### src/rrbs_pkg.sv
`timescale 1ns / 1ps
// ----------------------------------------------------------------------------
// rrbs_pkg
// Shared types and codes of the round-robin backend selector.
// ----------------------------------------------------------------------------
package rrbs_pkg;

    localparam logic [2:0] CMD_ACCEPT    = 3'd0;
    localparam logic [2:0] CMD_FAILED    = 3'd1;
    localparam logic [2:0] CMD_CONNECTED = 3'd2;
    localparam logic [2:0] CMD_CLOSED    = 3'd3;
    localparam logic [2:0] CMD_ADD       = 3'd4;

    localparam logic [1:0] ST_OK   = 2'd0;
    localparam logic [1:0] ST_NONE = 2'd1;
    localparam logic [1:0] ST_FULL = 2'd2;

    localparam logic [15:0] COUNT_MAX = 16'hFFFF;

    // Operations the controller asks of the datapath.
    localparam logic [3:0] OP_IDLE      = 4'd0;
    localparam logic [3:0] OP_LOAD      = 4'd1;  // latch item
    localparam logic [3:0] OP_CLEAR     = 4'd2;  // clearing pass step
    localparam logic [3:0] OP_RD_GROUP  = 4'd3;  // read group size/next at scan group
    localparam logic [3:0] OP_RD_SLOT   = 4'd4;  // issue slot read at scan index
    localparam logic [3:0] OP_TEST      = 4'd5;  // evaluate slot data
    localparam logic [3:0] OP_STEP      = 4'd6;  // advance scan index
    localparam logic [3:0] OP_NEXT_GRP  = 4'd7;  // advance scan group
    localparam logic [3:0] OP_COUNT_UP  = 4'd8;
    localparam logic [3:0] OP_COUNT_DN  = 4'd9;
    localparam logic [3:0] OP_SET_NEXT  = 4'd10;
    localparam logic [3:0] OP_ADD       = 4'd11;
    localparam logic [3:0] OP_RD_ADDR   = 4'd12; // slot read at item address
    localparam logic [3:0] OP_FO_INIT   = 4'd13; // scan start setup (accept and failover)
    localparam logic [3:0] OP_RESULT    = 4'd14;
    localparam logic [3:0] OP_ADV_GRP   = 4'd15; // advance scan group, keep its pointer

    typedef struct packed {
        logic [3:0] op;
        logic [1:0] status;    // for OP_RESULT
        logic       zero_out;  // result all zero except status
        logic       use_start; // new_start = item start_channel
        logic       ns_zero;   // new_start = 0
    } rrbs_cmd_t;

    typedef struct packed {
        logic [2:0] cmd;
        logic       addr_ok;
        logic       grp_ok;     // group < GROUPS
        logic       grp_empty;  // size of scan group is 0
        logic       grp_last;   // scan group is the last one
        logic       grp_full;   // item group holds CHANNELS
        logic       steps_done; // k reached size
        logic       usable;
        logic       hit_start;  // failover index equals start
        logic       clear_done;
    } rrbs_sts_t;

endpackage

### src/rrbs_ctrl.sv
`timescale 1ns / 1ps
// ----------------------------------------------------------------------------
// rrbs_ctrl
// Sequencer for the clearing pass, the scans and the per-command updates.
// ----------------------------------------------------------------------------
module rrbs_ctrl (
    input  logic                clk,
    input  logic                rst_n,
    input  logic                s_valid,
    output logic                s_ready,
    output logic                m_valid,
    input  logic                m_ready,
    input  rrbs_pkg::rrbs_sts_t sts,
    output rrbs_pkg::rrbs_cmd_t ctl
);
    localparam logic [4:0] S_CLEAR   = 5'd0;
    localparam logic [4:0] S_IDLE    = 5'd1;
    localparam logic [4:0] S_DISP    = 5'd2;
    localparam logic [4:0] S_AGRP    = 5'd3;  // accept: read group
    localparam logic [4:0] S_AINIT   = 5'd4;
    localparam logic [4:0] S_ARD     = 5'd5;
    localparam logic [4:0] S_ATEST   = 5'd6;
    localparam logic [4:0] S_ANEXT   = 5'd7;
    localparam logic [4:0] S_UP      = 5'd8;
    localparam logic [4:0] S_OK      = 5'd9;
    localparam logic [4:0] S_NONE    = 5'd10;
    localparam logic [4:0] S_FRD     = 5'd11; // failover: read item slot
    localparam logic [4:0] S_FDN     = 5'd12;
    localparam logic [4:0] S_FGRP    = 5'd13;
    localparam logic [4:0] S_FSTEP   = 5'd14;
    localparam logic [4:0] S_FRDS    = 5'd15;
    localparam logic [4:0] S_FTEST   = 5'd16;
    localparam logic [4:0] S_FOGRP   = 5'd17; // failover: other groups
    localparam logic [4:0] S_FORD    = 5'd18;
    localparam logic [4:0] S_FOINIT  = 5'd19;
    localparam logic [4:0] S_FOUP    = 5'd20;
    localparam logic [4:0] S_CGRP    = 5'd21; // connected
    localparam logic [4:0] S_CSET    = 5'd22;
    localparam logic [4:0] S_XRD     = 5'd23; // closed
    localparam logic [4:0] S_XDN     = 5'd24;
    localparam logic [4:0] S_DGRP    = 5'd25; // add
    localparam logic [4:0] S_DDO     = 5'd26;
    localparam logic [4:0] S_ZERO    = 5'd27;
    localparam logic [4:0] S_FULL    = 5'd28;
    localparam logic [4:0] S_FOK     = 5'd29;
    localparam logic [4:0] S_OUT     = 5'd30;
    localparam logic [4:0] S_FONEXT  = 5'd31;

    logic [4:0] state_reg, state_next;
    logic       m_valid_reg, m_valid_next;

    assign s_ready = (state_reg == S_IDLE);
    assign m_valid = m_valid_reg;

    always_ff @(posedge clk or negedge rst_n)
    begin
        if (!rst_n)
        begin
            state_reg   <= S_CLEAR;
            m_valid_reg <= 1'b0;
        end
        else
        begin
            state_reg   <= state_next;
            m_valid_reg <= m_valid_next;
        end
    end

    always_comb
    begin
        state_next   = state_reg;
        m_valid_next = m_valid_reg && !m_ready;
        ctl          = '0;
        ctl.op       = rrbs_pkg::OP_IDLE;
        unique case (state_reg)
            S_CLEAR:
            begin
                ctl.op = rrbs_pkg::OP_CLEAR;
                if (sts.clear_done)
                begin
                    ctl.op     = rrbs_pkg::OP_IDLE;
                    state_next = S_IDLE;
                end
            end
            S_IDLE:
                if (s_valid)
                begin
                    ctl.op     = rrbs_pkg::OP_LOAD;
                    state_next = S_DISP;
                end
            S_DISP:
                unique case (sts.cmd)
                    rrbs_pkg::CMD_ACCEPT:    state_next = S_AGRP;
                    rrbs_pkg::CMD_FAILED:    state_next = sts.addr_ok ? S_FRD : S_NONE;
                    rrbs_pkg::CMD_CONNECTED: state_next = sts.addr_ok ? S_CGRP : S_ZERO;
                    rrbs_pkg::CMD_CLOSED:    state_next = sts.addr_ok ? S_XRD : S_ZERO;
                    rrbs_pkg::CMD_ADD:       state_next = sts.grp_ok ? S_DGRP : S_FULL;
                    default:                 state_next = S_ZERO;
                endcase
            S_AGRP:
            begin
                ctl.op     = rrbs_pkg::OP_RD_GROUP;
                state_next = S_AINIT;
            end
            S_AINIT:
            begin
                ctl.op     = rrbs_pkg::OP_FO_INIT;
                state_next = S_ARD;
            end
            S_ARD:
                if (sts.steps_done)
                    state_next = S_ANEXT;
                else
                begin
                    ctl.op     = rrbs_pkg::OP_RD_SLOT;
                    state_next = S_ATEST;
                end
            S_ATEST:
                if (sts.usable)
                    state_next = S_UP;
                else
                begin
                    ctl.op     = rrbs_pkg::OP_STEP;
                    state_next = S_ARD;
                end
            S_ANEXT:
            begin
                // A group passed over gets its pointer cleared, the last one too.
                ctl.op = rrbs_pkg::OP_NEXT_GRP;
                if (sts.grp_last)
                    state_next = S_NONE;
                else
                    state_next = S_AGRP;
            end
            S_UP:
            begin
                ctl.op     = rrbs_pkg::OP_COUNT_UP;
                state_next = S_OK;
            end
            S_OK:
            begin
                ctl.op     = rrbs_pkg::OP_RESULT;
                ctl.status = rrbs_pkg::ST_OK;
                state_next = S_OUT;
            end
            S_NONE:
            begin
                ctl.op       = rrbs_pkg::OP_RESULT;
                ctl.status   = rrbs_pkg::ST_NONE;
                ctl.zero_out = 1'b1;
                state_next   = S_OUT;
            end
            S_FRD:
            begin
                ctl.op     = rrbs_pkg::OP_RD_ADDR;
                state_next = S_FDN;
            end
            S_FDN:
            begin
                ctl.op     = rrbs_pkg::OP_COUNT_DN;
                state_next = S_FGRP;
            end
            S_FGRP:
            begin
                ctl.op     = rrbs_pkg::OP_RD_GROUP;
                state_next = S_FSTEP;
            end
            S_FSTEP:
                if (sts.steps_done)
                    state_next = S_FONEXT;
                else
                begin
                    ctl.op     = rrbs_pkg::OP_STEP;
                    state_next = S_FRDS;
                end
            S_FRDS:
            begin
                ctl.op     = rrbs_pkg::OP_RD_SLOT;
                state_next = S_FTEST;
            end
            S_FTEST:
                if (sts.hit_start)
                    state_next = S_FONEXT;
                else if (sts.usable)
                begin
                    ctl.op     = rrbs_pkg::OP_COUNT_UP;
                    state_next = S_FOK;
                end
                else
                    state_next = S_FSTEP;
            S_FOK:
            begin
                ctl.op        = rrbs_pkg::OP_RESULT;
                ctl.status    = rrbs_pkg::ST_OK;
                ctl.use_start = 1'b1;
                state_next    = S_OUT;
            end
            S_FONEXT:
                if (sts.grp_last)
                    state_next = S_NONE;
                else
                begin
                    // The following groups keep their pointers during failover.
                    ctl.op     = rrbs_pkg::OP_ADV_GRP;
                    state_next = S_FOGRP;
                end
            S_FOGRP:
            begin
                ctl.op     = rrbs_pkg::OP_RD_GROUP;
                state_next = S_FORD;
            end
            S_FORD:
            begin
                state_next = sts.grp_empty ? S_FONEXT : S_FOINIT;
            end
            S_FOINIT:
            begin
                ctl.op     = rrbs_pkg::OP_FO_INIT;
                state_next = S_FOUP;
            end
            S_FOUP:
            begin
                ctl.op     = rrbs_pkg::OP_RD_SLOT;
                state_next = S_UP;
            end
            S_CGRP:
            begin
                ctl.op     = rrbs_pkg::OP_RD_GROUP;
                state_next = S_CSET;
            end
            S_CSET:
            begin
                ctl.op     = rrbs_pkg::OP_SET_NEXT;
                state_next = S_XDN;
            end
            S_XRD:
            begin
                ctl.op     = rrbs_pkg::OP_RD_ADDR;
                state_next = S_XDN;
            end
            S_XDN:
            begin
                ctl.op = (sts.cmd == rrbs_pkg::CMD_CLOSED)
                         ? rrbs_pkg::OP_COUNT_DN : rrbs_pkg::OP_IDLE;
                state_next = S_DDO;
            end
            S_DGRP:
            begin
                ctl.op     = rrbs_pkg::OP_RD_GROUP;
                state_next = S_DDO;
            end
            S_DDO:
            begin
                ctl.op      = rrbs_pkg::OP_RESULT;
                ctl.status  = (sts.cmd == rrbs_pkg::CMD_ADD && sts.grp_full)
                              ? rrbs_pkg::ST_FULL : rrbs_pkg::ST_OK;
                ctl.ns_zero = 1'b1;
                state_next  = (sts.cmd == rrbs_pkg::CMD_ADD && !sts.grp_full)
                              ? S_FULL : S_OUT;
            end
            S_FULL:
            begin
                if (sts.cmd == rrbs_pkg::CMD_ADD && sts.grp_ok)
                begin
                    ctl.op     = rrbs_pkg::OP_ADD;
                    state_next = S_OUT;
                end
                else
                begin
                    ctl.op      = rrbs_pkg::OP_RESULT;
                    ctl.status  = rrbs_pkg::ST_FULL;
                    ctl.ns_zero = 1'b1;
                    state_next  = S_OUT;
                end
            end
            S_ZERO:
            begin
                ctl.op       = rrbs_pkg::OP_RESULT;
                ctl.status   = rrbs_pkg::ST_OK;
                ctl.zero_out = 1'b1;
                state_next   = S_OUT;
            end
            S_OUT:
            begin
                if (!m_valid_reg || m_ready)
                begin
                    m_valid_next = 1'b1;
                    state_next   = S_IDLE;
                end
            end
            default: state_next = S_IDLE;
        endcase

        // A new result is written only once the previous one has left.
        if (ctl.op == rrbs_pkg::OP_RESULT && m_valid_reg && !m_ready)
        begin
            ctl        = '0;
            ctl.op     = rrbs_pkg::OP_IDLE;
            state_next = state_reg;
        end
    end
endmodule

### config.mk
export PLATFORM = sky130hd
export DESIGN_NAME = rrbs_ctrl
export DESIGN_NICKNAME = d
export VERILOG_FILES = /design/src/rrbs_pkg.sv /design/src/rrbs_ctrl.sv
export SDC_FILE = /design/constraint.sdc
export NUM_CORES = 1
export LEC_CHECK = 0
export BUFFER_PORTS_ARGS = -buffer_cell sky130_fd_sc_hd__buf_2
export CORE_MARGIN = 2
export CORE_UTILIZATION = 40
export DETAILED_ROUTE_END_ITERATION = 10
export HOLD_SLACK_MARGIN = 0.15
export PLACE_DENSITY_LB_ADDON = 0.15
export SLEW_MARGIN = 10
export SYNTH_ARGS = -nofsm -noshare
export SYNTH_HDL_FRONTEND = slang
export SYNTH_SLANG_ARGS = --single-unit
### constraint.sdc
create_clock -name clk -period 3 [get_ports clk]
set_input_delay 0.3 -clock clk [delete_from_list [all_inputs] [get_ports clk]]
set_output_delay 0.3 -clock clk [all_outputs]
set_load 0.1 [all_outputs]
==> results.ini, run 1 <==
[status]
status = finished clean

[setup_path]
crit_required_ps = 2700
path_delay_family = simple AND/OR/NAND/NOR gates
r2r_start = state_reg[0]$_DFFE_PN0P_
max_stage_delay_ps = 520
worstSetupPathType = reg -> out
crit_fanout = 15
critPathBufInv = 2
start_kind = register
reg2reg_slack_ps = 490
r2r-end = state_reg[0]$_DFFE_PN0P_
critPathSlowestCell = dfrtp_2
rr_worst_depth = 8
path_cells = buf_4 -> and3b_1 -> a221oi_2 -> nand2_1 -> a2111o_1 -> nand3_2 -> nor4b_4 -> buf_12
crit_arrival_ps = 2600
end_kind = output pin

[detailed_routing]
postRouteWirelength_mm = 4.946
drt-met1-wl_mm = 1.975
vias = 1866
wl_met3_um = 568
drcViolationCount = 0
routedWlPerCell_um = 17.11
drtAntennaViolNets = 0
routed.top_layer = met4
drtIter0Drc = 189
wl_met2_mm = 2.273
first_pass_iters = 5
via_per_inst = 6.457

[yosys]
synth_edf_count = 0
yosysWarnings = 0
synth-async-reset-ratio_pct = 100.0
syn_area_um2 = 1436
synth_top_area_cell = dfrtp_1
synth_commonest_cells = a21oi_1, nand2_1, o21ai_0
ys_seq_elements = 6
ys_seq_area_share_pct = 10.45
synth_fp_nets = 224
syn_avg_cell_area_um2 = 6.906
synth_area_leaders = dfrtp_1, a21oi_1, o21ai_0, nand2_1, o211ai_1
synthFlopType = dfrtp_1
synth_top_area_share_pct = 10.45
syn_inst = 208
ys_types = 60

[global_routing]
grt_first_pass_wirelength_mm = 7.928
grt_use_total_pct = 24.18
grt_overflow = 0
grt_pass1_vias = 1601
antenna_found_initial = 0
grt_max_degree = 16

[final_layout]
area_growth_pct = 28.83
n_fill_cell = 332
final_nets = 261
drive_above_1_share_pct = 30.04
ff_latch_area_um2 = 156.4
largest_reg_flops = 5
final_util_pct = 54.60
multi_input_area_um2 = 1155
diodes = 0
final_cells = 289

[floorplanning]
die_area_um2 = 4086
rows = 21
initial_core_util_pct = 42.38
core_area_um2 = 3390
die_y_um = 63.93
die_w_um = 63.93
ios = 27

[placement]
io_buffers = 26
dp_cells = 280
hpwlAfterDp_mm = 3.736
globalplace.congestion = 0.8898

[run]
maxCapViolCount = 0

[sta]
tns_ps = 0
skew_ps = 5.595
max_freq_ghz = 0.3446
maxSlewViolCount = 0
setup_viol = 0
fin_crit_ps = 2902
hold_violations = 0
period_share_pct = 96.73
relSlewSlack_pct = 62.55
tightest_slew_ps = 557.5

[cts]
root_buffer = clkbuf_4
clkSinkCount = 6
clk-insertion-delay-late_ps = 250
cts_buffers = 3
cts-htree-levels = 1
clock_path_buffers = 2
cts_tree = yes
clk_pin_slew_worst_paths_ps = 50

[hold_path]
hold_class = in -> async

## cell usage in the layout, fill, tap and decap left out, types with 4 or more instances in the layout
| cell | Yosys | routed |
|---|---|---|
| a21oi_1 | 19 | 19 |
| and2_1 | 6 | 6 |
| and3_1 | 7 | 7 |
| buf_12 | 0 | 8 |
| buf_2 | 7 | 18 |
| buf_4 | 1 | 23 |
| dfrtp_2 | 0 | 5 |
| inv_1 | 5 | 5 |
| nand2_1 | 19 | 19 |
| nand2b_1 | 4 | 4 |
| nand3_1 | 6 | 6 |
| nor2_1 | 14 | 14 |
| nor2b_1 | 6 | 6 |
| nor3_1 | 8 | 8 |
| o211ai_1 | 8 | 8 |
| o21ai_0 | 17 | 17 |
## final cells by class
class | instances | share of cell area [%]
clock buffers | 3 | 1.217
inverters | 7 | 1.420
multi-input cells | 177 | 62.41
flip-flops and latches | 6 | 8.452
well taps | 46 | 3.110
repair buffers | 50 | 23.39
## how the worst max path moves through the flow
stage / startpoint / end / slack, ps / depth (start not counted)
floorplan: state_reg[0]$_DFFE_PN0P_ / ctl[6] / -190 / 6
global placement: state_reg[0]$_DFFE_PN0P_ / ctl[3] / 240 / 8
detailed placement: state_reg[0]$_DFFE_PN0P_ / ctl[1] / 220 / 8
CTS: state_reg[4]$_DFFE_PN0P_ / ctl[3] / 20 / 8
global route: state_reg[0]$_DFFE_PN0P_ / ctl[3] / -0.3 / 7
finish: state_reg[4]$_DFFE_PN0P_ / ctl[3] / 100 / 8
## metal layers
metal / GRT usage (%) / vias up
li1: - / 862
met1: 34.08 / 855
met2: 37.89 / 130
met3: 3.521 / 19
met4: 7.065 / 0
met5: 0 / -
## cell families after synthesis
group                     after synthesis  synth area share [%]
muxes                                   4                 3.136
buffers and inverters                  25                 10.02
DFF                                     6                 10.45
AOI/OAI and AO/OA                      74                 35.37
and+or+nand+nor                        97                 39.81
xor gates and xnor gates                2                 1.220
## repair_timing
item / CTS / global route
buffers inserted: 0 / 5
hold buffers: 1 / 0
setup endpoints to repair: 3 / 7
resized for setup: 2 / 3
pin swaps: 0 / 1
endpoints found under the hold margin: 6 / 0
## per-stage QoR
| stage | worst slack, ps | hold slack (ps) | instance area (um2) |
|---|---|---|---|
| 6_report | 98.24 | 404.3 | 1851 |
| 3_5_place_dp | 224.0 | 126.2 | 1774 |
| 2_1_floorplan | -192.0 | 4.409 | 1449 |
| 5_1_grt | -0.3368 | 421.0 | 1851 |
| 3_3_place_gp | 244.8 | 127.9 | 1774 |
| 4_1_cts | 21.52 | 394.5 | 1809 |
## worst register-to-register path: stages (launching register included)
cell and delay (ps):
dfrtp_2 490, buf_4 220, nor2_1 280, nand2_1 180, o31ai_1 360, nor4b_4 110
buf_4 160, a31oi_2 250, mux2_1 340
Power of run 1 is not shown: default switching activity piles up to over one toggle a cycle in this logic, so the estimate is an artifact.
==> inputs of run 2 (changes only) <==
--- a/config.mk
+++ b/config.mk
@@ -11,6 +11,7 @@
 export DETAILED_ROUTE_END_ITERATION = 10
 export HOLD_SLACK_MARGIN = 0.15
 export PLACE_DENSITY_LB_ADDON = 0.15
+export RECOVER_POWER = 25
 export SLEW_MARGIN = 10
 export SYNTH_ARGS = -nofsm -noshare
 export SYNTH_HDL_FRONTEND = slang
==> run 2 against run 1 <==
Maximum frequency is 0.15% higher. Via count fell by 0.11%. Core utilization barely moved. Clock skew shrank 0.86 ps. Cell area about the same. Non-clock buffer count unchanged. Wire length decreased by 0.83%. Sequential cell count is the same. Sequential share of layout area about the same. Final cell count is the same. Highest routed layer unchanged.
==> results.ini, run 2 (same netlist as run 1, synthesis figures left out) <==
[sta]
fin_crit_ps = 2897  ; -4.383 ps
maxSlewViolCount = 0  ; unchanged
setup_viol = 0  ; unchanged
tns_ps = 0  ; unchanged
relSlewSlack_pct = 62.70  ; +0.16 points
skew_ps = 4.731  ; -0.8643 ps
max_freq_ghz = 0.3451  ; +0.15%
hold_violations = 0  ; unchanged
period_share_pct = 96.58  ; -0.15 points
tightest_slew_ps = 555.2  ; -2.310 ps
worst_slack_ps = 102.6  ; +4.383 ps

[final_layout]
diodes = 0  ; unchanged
drive_above_1_share_pct = 29.63  ; -0.41 points
layout_common_cells = buf_4, nand2_1, a21oi_1
area_growth_pct = 28.75  ; about the same
largest_reg_flops = 5  ; unchanged
layout_commonest_cell = buf_4
fin_area_um2 = 1849  ; about the same
final_nets = 261  ; unchanged

[setup_path]
crit_required_ps = 2700  ; about the same
crit_fanout = 12  ; -3
rr_worst_depth = 8  ; unchanged
max_stage_delay_ps = 540  ; +20 ps
r2r_start = state_reg[0]$_DFFE_PN0P_
worstSetupPathType = reg -> out
critPathSlowestCell = or4b_4
reg2reg_slack_ps = 490  ; about the same
start_kind = register
end_kind = output pin
path_cells = and2_1 -> o21ai_0 -> a21oi_1 -> or4b_4 -> nand3_2 -> nor4b_4 -> buf_12
crit_arrival_ps = 2600  ; about the same
r2r-end = state_reg[0]$_DFFE_PN0P_

[cts]
cts_tree = yes
clock_path_buffers = 2  ; unchanged
clk_pin_slew_worst_paths_ps = 50  ; about the same
root_buffer = clkbuf_4
cts-htree-levels = 1  ; unchanged
clkSinkCount = 6  ; unchanged
cts_buffers = 3  ; unchanged
clk-insertion-delay-late_ps = 250  ; about the same

[run]
maxCapViolCount = 0  ; unchanged

[placement]
globalplace.congestion = 0.8898  ; unchanged
hpwlAfterDp_mm = 3.736  ; unchanged
pre_cts_slack_ps = 224.0  ; unchanged
io_buffers = 26  ; unchanged
post_dp_cell_area_um2 = 1774  ; unchanged

[detailed_routing]
postRouteWirelength_mm = 4.905  ; -0.83%
via_per_inst = 6.450  ; -0.11%
drcViolationCount = 0  ; unchanged
first_pass_iters = 5  ; unchanged
drtIter0Drc = 189  ; unchanged
vias = 1864  ; -0.11%
routedWlPerCell_um = 16.97  ; -0.83%
drtAntennaViolNets = 0  ; unchanged

[status]
status = finished clean

[global_routing]
grt_first_pass_wirelength_mm = 7.928  ; unchanged
grt_use_total_pct = 24.18  ; unchanged
antenna_found_initial = 0  ; unchanged
grt_pass1_vias = 1601  ; unchanged
grt_max_degree = 16  ; unchanged
grt_overflow = 0  ; unchanged

[floorplanning]
initial_core_util_pct = 42.38  ; unchanged
core_area_um2 = 3390  ; unchanged
rows = 21  ; unchanged
die_y_um = 63.93  ; unchanged
ios = 27  ; unchanged
die_area_um2 = 4086  ; unchanged
die_w_um = 63.93  ; unchanged

[hold_path]
hold_class = in -> async

==> run 2: stage by stage <==
step                hold WS [ps]  std cells  utilization [%]
global route               490.0        289            54.56
floorplan                  4.409        208                -
finish                     454.2        289            54.56
detailed placement         126.2        280            52.34
global placement           127.9        280            52.34
CTS                        394.5        284            53.38
==> run 2: worst max path at each step <==
stage	endpoint	slack (ps)	depth (start not counted)	startpoint
3_5_place_dp	ctl[1]	220	8	state_reg[0]$_DFFE_PN0P_
4_1_cts	ctl[3]	20	8	state_reg[4]$_DFFE_PN0P_
5_1_grt	ctl[3]	-0.3	7	state_reg[0]$_DFFE_PN0P_
3_3_place_gp	ctl[3]	240	8	state_reg[0]$_DFFE_PN0P_
6_report	ctl[3]	100	7	state_reg[1]$_DFFE_PN0P_
2_1_floorplan	ctl[6]	-190	6	state_reg[0]$_DFFE_PN0P_
==> run 2: routing by layer <==
layer	GRT usage [%]	wire, um
met5	0	0
met4	7.065	133
met3	3.521	564
met2	37.89	2239
met1	34.08	1968
==> run 2: worst max-delay path, delay by kind of cell (launching register included) <==
kind,cells,cell delay (ps)
buffers and inverters,1,210
DFF,1,490
and+or+nand+nor,4,1260
AOI/OAI and AO/OA,2,380
==> run 2: what timing repair did <==
item,in CTS,in global routing
endpoints found under the hold margin,6,0
pin swaps,0,1
endpoints found under the setup margin,3,7
gates resized for setup,2,3
gates cloned,0,0
hold buffers,1,0
setup buffers,0,5
==> run 2: final cells by class <==
cell class	instances	area (um2)
multi-input cells	177	1155
repair buffers	50	431.7
well taps	46	57.56
clock buffers	3	22.52
fillers	332	1540
flip-flops and latches	6	156.4
inverters	7	26.28
Power of run 2 is left out for the same reason.
==> inputs of run 3 (changes only) <==
--- a/config.mk
+++ b/config.mk
@@ -10,6 +10,7 @@
 export CORE_UTILIZATION = 40
 export DETAILED_ROUTE_END_ITERATION = 10
 export HOLD_SLACK_MARGIN = 0.15
+export MAX_ROUTING_LAYER = met4
 export PLACE_DENSITY_LB_ADDON = 0.15
 export RECOVER_POWER = 25
 export SLEW_MARGIN = 10
==> run 3 against run 2 <==
Sequential cell count stayed put. Worst hold slack gained 2.2 ps. Final cell count shrank 1.4%. Non-clock buffer count down 4. Global-route usage decreased by 0.46 points. Clock-buffer cell count did not move. Maximum frequency is 0.75% higher. Critical path type unchanged. Critical endpoint unchanged.
==> results.ini, run 3 (same netlist as run 1, synthesis figures left out) <==
[status]
status = finished clean

[sta]
worst_slack_ps = 124.2  ; +21.59 ps
skew_ps = 4.010  ; -0.7206 ps
rsz0062_at_grt = no
hold_violations = 0  ; unchanged
setup_viol = 0  ; unchanged
fin_crit_ps = 2876  ; -21.59 ps
maxSlewViolCount = 0  ; unchanged
max_freq_ghz = 0.3477  ; +0.75%
tns_ps = 0  ; unchanged
tightest_slew_ps = 594.3  ; +39.09 ps
relSlewSlack_pct = 59.88  ; -2.8 points
period_share_pct = 95.86  ; -0.72 points

[global_routing]
antenna_found_initial = 0  ; unchanged
grt_overflow = 0  ; unchanged
grt_use_total_pct = 23.72  ; -0.46 points
grt_first_pass_wirelength_mm = 7.672  ; -3.2%
grt_pass1_vias = 1590  ; -0.69%
grt_max_degree = 25  ; +9

[setup_path]
end_kind = output pin
crit_arrival_ps = 2580  ; -20 ps
crit_required_ps = 2700  ; about the same
worstSetupPathType = reg -> out
reg2reg_slack_ps = 490  ; about the same
crit_fanout = 13  ; +1
rr_worst_depth = 8  ; unchanged
start_kind = register

[final_layout]
largest_reg_flops = 5  ; unchanged
n_fill_cell = 328  ; -1.2%
final_nets = 257  ; -1.5%
final_cells = 285  ; -1.4%
drive_above_1_share_pct = 28.45  ; -1.2 points
multi_input_area_um2 = 1155  ; unchanged
area_growth_pct = 27.53
diodes = 0  ; unchanged
layout_common_cells = nand2_1, a21oi_1, buf_4
ff_latch_area_um2 = 156.4  ; unchanged
final_util_pct = 54.04  ; -0.52 points

[detailed_routing]
routedWlPerCell_um = 16.69  ; -1.6%
first_pass_iters = 5  ; unchanged
drcViolationCount = 0  ; unchanged
postRouteWirelength_mm = 4.758  ; -3.0%
drtAntennaViolNets = 0  ; unchanged
drtIter0Drc = 222  ; +17%
via_per_inst = 6.291  ; -2.5%
vias = 1793  ; -3.8%

[floorplanning]
ios = 27  ; unchanged
die_w_um = 63.93  ; unchanged
core_area_um2 = 3390  ; unchanged
die_area_um2 = 4086  ; unchanged
initial_core_util_pct = 42.38  ; unchanged
rows = 21  ; unchanged
die_y_um = 63.93  ; unchanged

[cts]
cts_tree = yes
root_buffer = clkbuf_4
clk_pin_slew_worst_paths_ps = 40  ; about the same
clkSinkCount = 6  ; unchanged
clk-insertion-delay-late_ps = 240  ; about the same
cts-htree-levels = 1  ; unchanged
cts_buffers = 3  ; unchanged
clock_path_buffers = 2  ; unchanged

[placement]
hpwlAfterDp_mm = 3.602  ; -3.6%
globalplace.congestion = 0.9216  ; +3.6%
pre_cts_slack_ps = 262.7  ; +38.67 ps
io_buffers = 26  ; unchanged
dp_cells = 279  ; -0.36%

[run]
maxCapViolCount = 0  ; unchanged

[hold_path]
hold_class = in -> async

==> run 3: worst paths after layout <==
kind	start	endpoint
max	state_reg[4]$_DFFE_PN0P_	ctl[3]
min	rst_n	state_reg[4]$_DFFE_PN0P_
max reg2reg	state_reg[0]$_DFFE_PN0P_	state_reg[4]$_DFFE_PN0P_
min reg2reg	m_valid$_DFF_PN0_	m_valid$_DFF_PN0_
max in group asynchronous	rst_n	state_reg[2]$_DFFE_PN0P_
min in group clk	m_ready	m_valid$_DFF_PN0_
==> run 3: timing repair <==
item | 4_1_cts | 5_1_grt
hold buffers | 1 | 0
setup buffers | 0 | 2
pin swaps | 0 | 1
endpoints found under the hold margin | 6 | 0
endpoints found under the setup margin | 1 | 7
resized for setup | 1 | 4
==> run 3: area by class of cell <==
class                   instances  share of cell area, %
repair buffers                 46                  22.61
multi-input cells             177                  63.05
inverters                       7                  1.434
clock buffers                   3                  1.230
well taps                      46                  3.142
flip-flops and latches          6                  8.538
==> run 3: critical path, stage by stage, from the launching register on <==
cell and delay (ps):
dfrtp_2 500, buf_4 200, and3b_1 180, a221oi_2 170, nand2_1 90, a2111o_1 510
nand3_2 180, nor4b_4 280, buf_12 210
==> run 3: routing by layer <==
metal  track usage (%)  vias up  wire, um
li1                  -      856         -
met1             33.51      821      2089
met2             35.16      106      2111
met3             4.049       10       477
met4             5.435        0        79
met5                 -        -         0
==> run 3: through the flow <==
step / hold WS (ps) / cell area, um2
after floorplan: 4.409 / 1449
after global placement: 125.9 / 1779
after detailed placement: 127.8 / 1779
after CTS: 402.0 / 1813
after global routing: 479.6 / 1832
final: 456.4 / 1832
Power of run 3 is left out for the same reason.
